--- src/rtl/core/wulm_pkg.sv ---
// Shared types and constants for the windowed usage level monitor.
package wulm_pkg;

  // Default structural sizes
  localparam int LEVEL_BITS_DEF  = 8;
  localparam int TIME_BITS_DEF   = 48;
  localparam int QUEUE_DEPTH_DEF = 4;

  // Fixed field widths
  localparam int CMD_BITS      = 2;
  localparam int REQ_BITS      = 8;
  localparam int OUT_TIME_BITS = 48;
  localparam int ACT_BITS      = 40;
  localparam int PCT_BITS      = 15;
  localparam int NLEV_BITS     = 9;
  localparam int WIN_BITS      = 32;
  localparam int CFG_DATA_BITS = 32;
  localparam int CFG_IDX_BITS  = 1;

  // Percentage scaling: activity * 100 * 2^8 / (top * window)
  localparam int PCT_MUL       = 100;
  localparam int PCT_MUL_BITS  = 7;
  localparam int PCT_FRAC_BITS = 8;
  localparam int PCT_FULL      = 25600;
  localparam int PROD_BITS     = ACT_BITS + PCT_MUL_BITS;
  localparam int NUM_BITS      = PROD_BITS + PCT_FRAC_BITS;

  // Register reset values
  localparam int NUM_LEVELS_RESET = 2;
  localparam int WINDOW_RESET     = 1000;

  // Configuration register indexes
  typedef enum logic [CFG_IDX_BITS-1:0] {
    CFG_NUM_LEVELS    = 1'b0,
    CFG_WINDOW_CYCLES = 1'b1
  } cfg_idx_t;

  // Input commands
  typedef enum logic [CMD_BITS-1:0] {
    CMD_TICK = 2'd0,
    CMD_INC  = 2'd1,
    CMD_DEC  = 2'd2,
    CMD_SET  = 2'd3
  } cmd_t;

  // Closed window record handed from front to back
  typedef struct packed {
    logic [OUT_TIME_BITS-1:0] end_time;
    logic [ACT_BITS-1:0]      activity;
  } win_rec_t;

  // Back end sequencer states
  typedef enum logic [2:0] {
    BK_IDLE,
    BK_MULT,
    BK_CHECK,
    BK_DIV,
    BK_HOLD
  } bk_state_t;

endpackage

--- src/rtl/core/wulm_front.sv ---
// Front end: applies level commands, accumulates ticks and closes windows.
module wulm_front #(
  parameter int LEVEL_BITS = wulm_pkg::LEVEL_BITS_DEF,
  parameter int TIME_BITS  = wulm_pkg::TIME_BITS_DEF
) (
  input  logic                            clk,
  input  logic                            rst,
  input  logic                            push,
  input  logic [wulm_pkg::CMD_BITS-1:0]   command,
  input  logic [wulm_pkg::REQ_BITS-1:0]   new_level,
  input  logic [LEVEL_BITS-1:0]           top,
  input  logic [wulm_pkg::WIN_BITS-1:0]   win,
  input  logic                            q_full,
  output logic                            q_push,
  output wulm_pkg::win_rec_t              q_rec
);

  localparam int RW = (LEVEL_BITS > wulm_pkg::REQ_BITS) ? LEVEL_BITS : wulm_pkg::REQ_BITS;
  localparam int AW = wulm_pkg::ACT_BITS;

  logic [LEVEL_BITS-1:0]             level, level_next;
  logic [AW-1:0]                     act, act_next;
  logic [wulm_pkg::WIN_BITS-1:0]     ticks, ticks_next;
  logic [TIME_BITS-1:0]              elapsed, elapsed_next;
  logic [TIME_BITS-1:0]              elapsed_inc;
  logic [AW:0]                       act_sum;
  logic                              accept;
  wulm_pkg::cmd_t                    cmd_code;

  assign accept      = push & ~q_full;
  assign cmd_code    = wulm_pkg::cmd_t'(command);
  assign act_sum     = {1'b0, act} + (AW+1)'(level);
  // tick counter wraps at its own width
  assign elapsed_inc = elapsed + TIME_BITS'(1);

  // Command decode and window accounting
  always_comb begin
    level_next   = level;
    act_next     = act;
    ticks_next   = ticks;
    elapsed_next = elapsed;
    q_push       = 1'b0;
    q_rec.end_time = wulm_pkg::OUT_TIME_BITS'(elapsed_inc);
    q_rec.activity = act_sum[AW] ? {AW{1'b1}} : act_sum[AW-1:0];
    if (accept) begin
      case (cmd_code)
        wulm_pkg::CMD_INC: begin
          if (level < top) level_next = level + LEVEL_BITS'(1);
        end
        wulm_pkg::CMD_DEC: begin
          if (level != '0) level_next = level - LEVEL_BITS'(1);
        end
        wulm_pkg::CMD_SET: begin
          level_next = (RW'(new_level) > RW'(top)) ? top : LEVEL_BITS'(new_level);
        end
        wulm_pkg::CMD_TICK: begin
          elapsed_next = elapsed_inc;
          act_next     = q_rec.activity;
          ticks_next   = ticks + wulm_pkg::WIN_BITS'(1);
          // window closes once its tick count reaches the window length
          if (ticks_next >= win) begin
            q_push     = 1'b1;
            act_next   = '0;
            ticks_next = '0;
          end
        end
        default: begin
          level_next = level;
        end
      endcase
    end
  end

  // State registers
  always_ff @(posedge clk) begin
    if (rst) begin
      level   <= '0;
      act     <= '0;
      ticks   <= '0;
      elapsed <= '0;
    end else begin
      level   <= level_next;
      act     <= act_next;
      ticks   <= ticks_next;
      elapsed <= elapsed_next;
    end
  end

endmodule

--- src/rtl/core/wulm_queue.sv ---
// Short queue of closed window records between front and back.
module wulm_queue #(
  parameter int DEPTH = wulm_pkg::QUEUE_DEPTH_DEF
) (
  input  logic               clk,
  input  logic               rst,
  input  logic               wr,
  input  wulm_pkg::win_rec_t din,
  input  logic               rd,
  output wulm_pkg::win_rec_t dout,
  output logic               full,
  output logic               empty
);

  localparam int PW = (DEPTH > 1) ? $clog2(DEPTH) : 1;
  localparam int CW = $clog2(DEPTH + 1);

  wulm_pkg::win_rec_t slots [DEPTH];
  logic [PW-1:0]      wr_ptr, rd_ptr;
  logic [CW-1:0]      count;

  assign full  = (count == CW'(DEPTH));
  assign empty = (count == '0);
  assign dout  = slots[rd_ptr];

  // Storage
  always_ff @(posedge clk) begin
    if (wr) slots[wr_ptr] <= din;
  end

  // Pointers and fill count
  always_ff @(posedge clk) begin
    if (rst) begin
      wr_ptr <= '0;
      rd_ptr <= '0;
      count  <= '0;
    end else begin
      if (wr) wr_ptr <= (wr_ptr == PW'(DEPTH - 1)) ? '0 : wr_ptr + PW'(1);
      if (rd) rd_ptr <= (rd_ptr == PW'(DEPTH - 1)) ? '0 : rd_ptr + PW'(1);
      if (wr && !rd)      count <= count + CW'(1);
      else if (rd && !wr) count <= count - CW'(1);
    end
  end

endmodule

--- src/rtl/core/wulm_back.sv ---
// Back end: computes the usage percentage of a window and holds the result.
module wulm_back #(
  parameter int LEVEL_BITS = wulm_pkg::LEVEL_BITS_DEF
) (
  input  logic                                clk,
  input  logic                                rst,
  input  logic                                q_empty,
  input  wulm_pkg::win_rec_t                  q_rec,
  output logic                                q_pop,
  input  logic [LEVEL_BITS-1:0]               top,
  input  logic [wulm_pkg::WIN_BITS-1:0]       win,
  input  logic                                pop,
  output logic                                empty,
  output logic [wulm_pkg::OUT_TIME_BITS-1:0]  window_end_time,
  output logic [wulm_pkg::ACT_BITS-1:0]       window_activity,
  output logic [wulm_pkg::PCT_BITS-1:0]       usage_percent
);

  localparam int DW  = LEVEL_BITS + wulm_pkg::WIN_BITS;
  localparam int CMW = (DW > wulm_pkg::ACT_BITS) ? DW : wulm_pkg::ACT_BITS;
  localparam int QB  = wulm_pkg::PCT_BITS;
  localparam int NB  = wulm_pkg::NUM_BITS;
  localparam int KB  = $clog2(QB);

  wulm_pkg::bk_state_t       state, state_next;
  wulm_pkg::win_rec_t        rec;
  logic [DW-1:0]             den;
  logic [wulm_pkg::PROD_BITS-1:0] prod;
  logic [NB-1:0]             num;
  logic [DW-1:0]             rem;
  logic [QB-1:0]             low_bits;
  logic [QB-1:0]             quo;
  logic [KB-1:0]             cnt;
  logic [DW:0]               rem_shift;
  logic                      rem_ge;
  logic                      out_valid;
  logic                      slot_free;
  logic                      load;

  assign num       = {prod, {wulm_pkg::PCT_FRAC_BITS{1'b0}}};
  assign rem_shift = {rem, low_bits[QB-1]};
  assign rem_ge    = (rem_shift >= (DW+1)'(den));
  assign slot_free = ~out_valid | pop;
  assign empty     = ~out_valid;

  // Next state
  always_comb begin
    state_next = state;
    case (state)
      wulm_pkg::BK_IDLE:  if (!q_empty) state_next = wulm_pkg::BK_MULT;
      wulm_pkg::BK_MULT:  state_next = wulm_pkg::BK_CHECK;
      wulm_pkg::BK_CHECK: begin
        if (den == '0 || CMW'(rec.activity) >= CMW'(den)) state_next = wulm_pkg::BK_HOLD;
        else                                              state_next = wulm_pkg::BK_DIV;
      end
      wulm_pkg::BK_DIV:   if (cnt == '0) state_next = wulm_pkg::BK_HOLD;
      wulm_pkg::BK_HOLD:  if (slot_free) state_next = wulm_pkg::BK_IDLE;
      default:            state_next = wulm_pkg::BK_IDLE;
    endcase
  end

  // Outputs of the sequencer
  always_comb begin
    q_pop = 1'b0;
    load  = 1'b0;
    case (state)
      wulm_pkg::BK_IDLE: q_pop = ~q_empty;
      wulm_pkg::BK_HOLD: load  = slot_free;
      default: begin
        q_pop = 1'b0;
        load  = 1'b0;
      end
    endcase
  end

  always_ff @(posedge clk) begin
    if (rst) state <= wulm_pkg::BK_IDLE;
    else     state <= state_next;
  end

  // Datapath: operands, saturation check, restoring divide
  always_ff @(posedge clk) begin
    case (state)
      wulm_pkg::BK_IDLE: begin
        rec <= q_rec;
      end
      wulm_pkg::BK_MULT: begin
        den  <= DW'(top) * DW'(win);
        prod <= wulm_pkg::PROD_BITS'(rec.activity)
                * wulm_pkg::PROD_BITS'(wulm_pkg::PCT_MUL);
      end
      wulm_pkg::BK_CHECK: begin
        // activity >= top*window means the quotient is at least full scale
        if (den == '0) quo <= '0;
        else           quo <= QB'(wulm_pkg::PCT_FULL);
        rem      <= DW'(num[NB-1:QB]);
        low_bits <= num[QB-1:0];
        cnt      <= KB'(QB - 1);
      end
      wulm_pkg::BK_DIV: begin
        rem      <= rem_ge ? DW'(rem_shift - (DW+1)'(den)) : DW'(rem_shift);
        quo      <= {quo[QB-2:0], rem_ge};
        low_bits <= {low_bits[QB-2:0], 1'b0};
        cnt      <= cnt - KB'(1);
      end
      default: begin
        rec <= rec;
      end
    endcase
  end

  // Result register
  always_ff @(posedge clk) begin
    if (load) begin
      window_end_time <= rec.end_time;
      window_activity <= rec.activity;
      usage_percent   <= quo;
    end
  end

  always_ff @(posedge clk) begin
    if (rst)       out_valid <= 1'b0;
    else if (load) out_valid <= 1'b1;
    else if (pop)  out_valid <= 1'b0;
  end

endmodule

--- src/rtl/core/windowed_usage_level_monitor.sv ---
// Top level of the windowed usage level monitor.
//
//  Channel   Direction  Handshake             Payload
//  input     in         push / full           command, new_level
//  result    out        empty / pop           window_end_time, window_activity, usage_percent
//  config    in         cfg_write             cfg_index, cfg_data
//
// Commands are applied as they are accepted, while full is low. A window-closing tick queues a record;
// the back end takes each record through a multiply state, a check state and
// 15 restoring-divide steps (divide skipped on saturation), one record at a time.
// full rises while the record queue holds QUEUE_DEPTH entries.
// A finished result sits in the output register until popped; the back end
// keeps working on the next record meanwhile. Synchronous reset, no clearing pass.
module windowed_usage_level_monitor #(
  parameter int LEVEL_BITS  = wulm_pkg::LEVEL_BITS_DEF,
  parameter int TIME_BITS   = wulm_pkg::TIME_BITS_DEF,
  parameter int QUEUE_DEPTH = wulm_pkg::QUEUE_DEPTH_DEF
) (
  input  logic                                clk,
  input  logic                                rst,
  input  logic                                push,
  output logic                                full,
  input  logic [wulm_pkg::CMD_BITS-1:0]       command,
  input  logic [wulm_pkg::REQ_BITS-1:0]       new_level,
  output logic                                empty,
  input  logic                                pop,
  output logic [wulm_pkg::OUT_TIME_BITS-1:0]  window_end_time,
  output logic [wulm_pkg::ACT_BITS-1:0]       window_activity,
  output logic [wulm_pkg::PCT_BITS-1:0]       usage_percent,
  input  logic                                cfg_write,
  input  logic [wulm_pkg::CFG_IDX_BITS-1:0]   cfg_index,
  input  logic [wulm_pkg::CFG_DATA_BITS-1:0]  cfg_data
);

  localparam int TW = LEVEL_BITS + wulm_pkg::NLEV_BITS;

  logic [wulm_pkg::NLEV_BITS-1:0] num_levels;
  logic [wulm_pkg::WIN_BITS-1:0]  window_cycles;
  logic [TW-1:0]                  top_raw;
  logic [TW-1:0]                  level_cap;
  logic [LEVEL_BITS-1:0]          top;
  logic [wulm_pkg::WIN_BITS-1:0]  win;
  logic                           q_push, q_pop, q_full, q_empty;
  wulm_pkg::win_rec_t             q_in, q_out;

  // Configuration registers
  always_ff @(posedge clk) begin
    if (rst) begin
      num_levels    <= wulm_pkg::NLEV_BITS'(wulm_pkg::NUM_LEVELS_RESET);
      window_cycles <= wulm_pkg::WIN_BITS'(wulm_pkg::WINDOW_RESET);
    end else if (cfg_write) begin
      case (wulm_pkg::cfg_idx_t'(cfg_index))
        wulm_pkg::CFG_NUM_LEVELS:    num_levels    <= cfg_data[wulm_pkg::NLEV_BITS-1:0];
        wulm_pkg::CFG_WINDOW_CYCLES: window_cycles <= cfg_data[wulm_pkg::WIN_BITS-1:0];
        default:                     num_levels    <= num_levels;
      endcase
    end
  end

  // Effective top level and window length
  assign top_raw   = (num_levels == '0) ? '0 : TW'(num_levels) - TW'(1);
  assign level_cap = TW'({LEVEL_BITS{1'b1}});
  assign top       = (top_raw > level_cap) ? LEVEL_BITS'(level_cap) : LEVEL_BITS'(top_raw);
  assign win       = (window_cycles == '0) ? wulm_pkg::WIN_BITS'(1) : window_cycles;

  assign full = q_full;

  wulm_front #(
    .LEVEL_BITS (LEVEL_BITS),
    .TIME_BITS  (TIME_BITS)
  ) u_front (
    .clk       (clk),
    .rst       (rst),
    .push      (push),
    .command   (command),
    .new_level (new_level),
    .top       (top),
    .win       (win),
    .q_full    (q_full),
    .q_push    (q_push),
    .q_rec     (q_in)
  );

  wulm_queue #(
    .DEPTH (QUEUE_DEPTH)
  ) u_queue (
    .clk   (clk),
    .rst   (rst),
    .wr    (q_push),
    .din   (q_in),
    .rd    (q_pop),
    .dout  (q_out),
    .full  (q_full),
    .empty (q_empty)
  );

  wulm_back #(
    .LEVEL_BITS (LEVEL_BITS)
  ) u_back (
    .clk             (clk),
    .rst             (rst),
    .q_empty         (q_empty),
    .q_rec           (q_out),
    .q_pop           (q_pop),
    .top             (top),
    .win             (win),
    .pop             (pop),
    .empty           (empty),
    .window_end_time (window_end_time),
    .window_activity (window_activity),
    .usage_percent   (usage_percent)
  );

endmodule

--- config.mk ---
export PLATFORM = sky130hd
export DESIGN_NAME = windowed_usage_level_monitor
export DESIGN_NICKNAME = d
export VERILOG_FILES = /design/src/rtl/core/wulm_pkg.sv /design/src/rtl/core/wulm_front.sv /design/src/rtl/core/wulm_queue.sv /design/src/rtl/core/wulm_back.sv /design/src/rtl/core/windowed_usage_level_monitor.sv
export SDC_FILE = /design/constraint.sdc
export NUM_CORES = 2
export LEC_CHECK = 0
export ABC_AREA = 1
export BUFFER_PORTS_ARGS = -buffer_cell sky130_fd_sc_hd__buf_2
export CAP_MARGIN = 20
export CORE_UTILIZATION = 35
export CTS_BUF_LIST = sky130_fd_sc_hd__clkbuf_4 sky130_fd_sc_hd__clkbuf_8 sky130_fd_sc_hd__clkbuf_16
export DETAILED_ROUTE_END_ITERATION = 7
export SLEW_MARGIN = 20
export SYNTH_ARGS = -nofsm -noshare
export SYNTH_HDL_FRONTEND = slang
export SYNTH_SLANG_ARGS = --single-unit
--- constraint.sdc ---
create_clock -name clk -period 14.2 [get_ports clk]
set_input_delay 4.26 -clock clk [delete_from_list [all_inputs] [get_ports clk]]
set_output_delay 4.26 -clock clk [all_outputs]
set_load 0.01 [all_outputs]
==> run metrics <==
drt total wl=145900 µm; Final period util=47.85%; number of post-CTS setup repair buffers=0; Initial Utilization=35.22%; Crit. path cell count=9; top-area cell type share of the netlist area=39.43%; number of synthesized flops with an enable pin=692; Max Cap Violations=0; Core Region=149600 µm²; R2R cell count=28; post-synthesis xor/xnor area fraction=3.042%; Cell Chain, Critical Path=buf_2, inv_1, nor2_1, inv_1, nor3_2, buf_4, nand2_1, nor2_4, buf_4; Final HPWL DP=108300 µm; Crit path required time=14540 ps; sequential area share after synthesis=46.27%; status=completed; Setup WS pre-CTS=6609 ps; Simple-Gate Fraction of Synth Area=15.93%; Crit-path slowest cell=buf_4; area delta synth->final=11.96%; commonest non-fill, non-tap cell in the layout=inv_1; RR Startpoint=num_levels[0]$_SDFFE_PP0P_; Storage cell area=24390 µm²; WP data arrival=7140 ps; flop2flop setup slack=7460 ps; Post-route DRC=0; Final Instance Area=59000 µm²; NumNets Final=6414; Slew @ Worst Pin=1095 ps; htree depth=3; clock sinks=872; endpoints failing hold=0; Pre-antenna DRT Iters=5; cells after synthesis=5685; vias in the first global route=39039; layout cell share with drive strength beyond 1=7.649%; first-pass GRT wire length=225600 µm; Synth Register Bits=872; Fillers=14980; Worst VDD drop=0.2189 mV; area leader, netlist=edfxtp_1; Yosys cell types=61; placed insts=7728; top post-synthesis cells by area=edfxtp_1 39%, fa_1 8.3%, ha_1 8.0%, dfxtp_1 6.8%, inv_1 6.1%; crit path from=push; Post-Syn Area per Cell=9.269 µm²; setup_tns=0 ps; clock period minus worst slack=6794 ps; worst setup slack after layout=7406 ps; total gr overflow=0; row count=142; clock-pin slew on the worst setup and hold paths=60 ps; FMAX=0.1472 GHz; Compound-Gate Fraction of Synth Area=10.87%; fin. max-slew vios=0; Setup crit end kind=register; post-route insts no fill=7912; # hold bufs at CTS=0; Die ar.=152100 µm²; GP Congestion=0.9428; cell area after synthesis=52700 µm²; slew margin rel.=26.93%; Clock Latency Late Sink=760 ps; clock root buffer=clkbuf_16; CP Max Fanout=60; DRT antenna net count=0; RR Endpoint=u_back.den[34]$_DFFE_PP_; pin count of the biggest net entering global routing=105; initial antenna violation count=6; die extent in y=390.0 µm; IO Pins=153; ys async rst share=0%; largest family of logic cells by synthesized area=adder cells; Bufs on Longest Clock Path=3; Post-DP Area=55610 µm²; via count=39556; Hold Path Class=reg -> reg; Synth Flop Type=edfxtp_1; crit path buf inv count=5; Setup-failing EPs final=0; CP peak stage delay=840 ps; crit path capture=u_queue.slots[3][62]$_DFFE_PP_; power per cell area=268.4 nW/µm²; Die W=390.0 µm; ANT cells=0; proportion of synthesized area in mux cells=0%; Syn Nets=6288; DR vias/cell=4.999; Multi-input gate area=24360 µm²; Finished Core Util=39.44%; synthesis warning total=0; leak pwr=24.80 nW; overall global routing resource usage=18.98%; RSZ-0062 raised after global routing=false; most frequent cells in the layout=847 x inv_1, 840 x nand2_1, 748 x nor2_1, 692 x edfxtp_1, 409 x o21ai_0; CTS tree=built; number of CTS-inserted buffers=97; post-synthesis adder-cell area fraction=16.30%; Top Family by Delay on Critical Path=simple AND/OR/NAND/NOR gates; Initial DRC Count=2904; # resized after CTS=0; Startpoint Class=primary input; Worst Skew=77.67 ps; kind of critical path=in -> reg; IO Port Bufs=152; WL/cell=18.44 µm
[per-layer routing]
metal	GRT usage (%)	routed length, µm	share of wire, %
met5	0	27	0.019
met4	6.553	5137	3.5
met3	2.758	7598	5.2
met2	31.44	68370	47
met1	25.29	64750	44
[cells in the mapped netlist, drive strengths merged, types with 15 or more instances]
library cell	count
nor3	81
nand2	853
o22ai	88
edfxtp	692
nor2	771
xor2	136
a22oi	29
nand3b	15
a21o	16
clkbuf	107
inv	873
o21bai	18
nor4	50
ha	336
buf	51
nand3	148
dfxtp	180
nand4	53
o21ai	436
a31oi	29
a21oi	348
xnor2	47
fa	219
o21a	15
o211ai	30
[through the flow]
step	power (mW)	hold slack, ps
after floorplan	10.39	400.3
after global placement	13.17	401.4
after detailed placement	13.25	404.5
after CTS	15.91	420.3
after global routing	17.18	423.3
final	15.84	420.5
[worst min path at each step]
stage,startpoint,slack (ps),endpoint,cells past startpoint
global route,u_back.rec[40]$_DFFE_PP_,420,u_back.window_end_time[0]$_DFFE_PP_,0
global placement,u_back.quo[14]$_DFFE_PP_,400,u_back.usage_percent[14]$_DFFE_PP_,0
finish,u_back.rec[55]$_DFFE_PP_,420,u_back.window_end_time[15]$_DFFE_PP_,0
floorplan,u_back.quo[14]$_DFFE_PP_,400,u_back.usage_percent[14]$_DFFE_PP_,0
CTS,u_back.rec[55]$_DFFE_PP_,420,u_back.window_end_time[15]$_DFFE_PP_,0
detailed placement,u_back.rec[52]$_DFFE_PP_,400,u_back.window_end_time[12]$_DFFE_PP_,0
[registers in the layout, summed over array words and instances (netlist names), 8 cells and up]
register,flops
u_back.quo,15
u_back.prod,45
u_back.den,40
u_back.usage_percent,15
u_front.act,40
u_back.rec,88
u_queue.slots,352
u_front.level,8
u_back.window_activity,40
num_levels,9
u_front.elapsed,48
window_cycles,32
u_front.ticks,32
u_back.rem,40
u_back.window_end_time,48
[power by group]
group / internal, mW / switching [mW] / leakage (nW) / total (mW)
Clock: 1.50 / 1.10 / 1.63 / 2.59
Sequential: 3.69 / 0.387 / 8.16 / 4.08
Combinational: 3.08 / 6.08 / 15.0 / 9.16
[layout make-up]
type	instances	share of cell area, %
tap	2016	4.275
sequential	872	41.34
clock inverter	69	1.321
timing repair buffer	185	1.713
multi-input combinational	3769	41.29
clock buffer	115	4.417
inverter	886	5.645
[worst reg2reg max path: cells and delay by family, from the launching register on]
kind / cells / cell delay [ps]
AND/OR/NAND/NOR: 13 / 1550
AO/OA/AOI/OAI: 4 / 860
XOR/XNOR: 1 / 160
flip-flops: 1 / 340
adder cells (fa/ha/maj): 6 / 2770
buffers and inverters: 4 / 810
[cell families (layout without fill, tap and decap cells)]
group,after synthesis,in the layout
DFF,872,872
AOI/OAI and AO/OA,1039,1039
and+or+nand+nor,1992,1992
xor gates and xnor gates,183,183
buffers and inverters,1044,1255
adders and majority gates,555,555
Power figures use the tool's default switching activity.
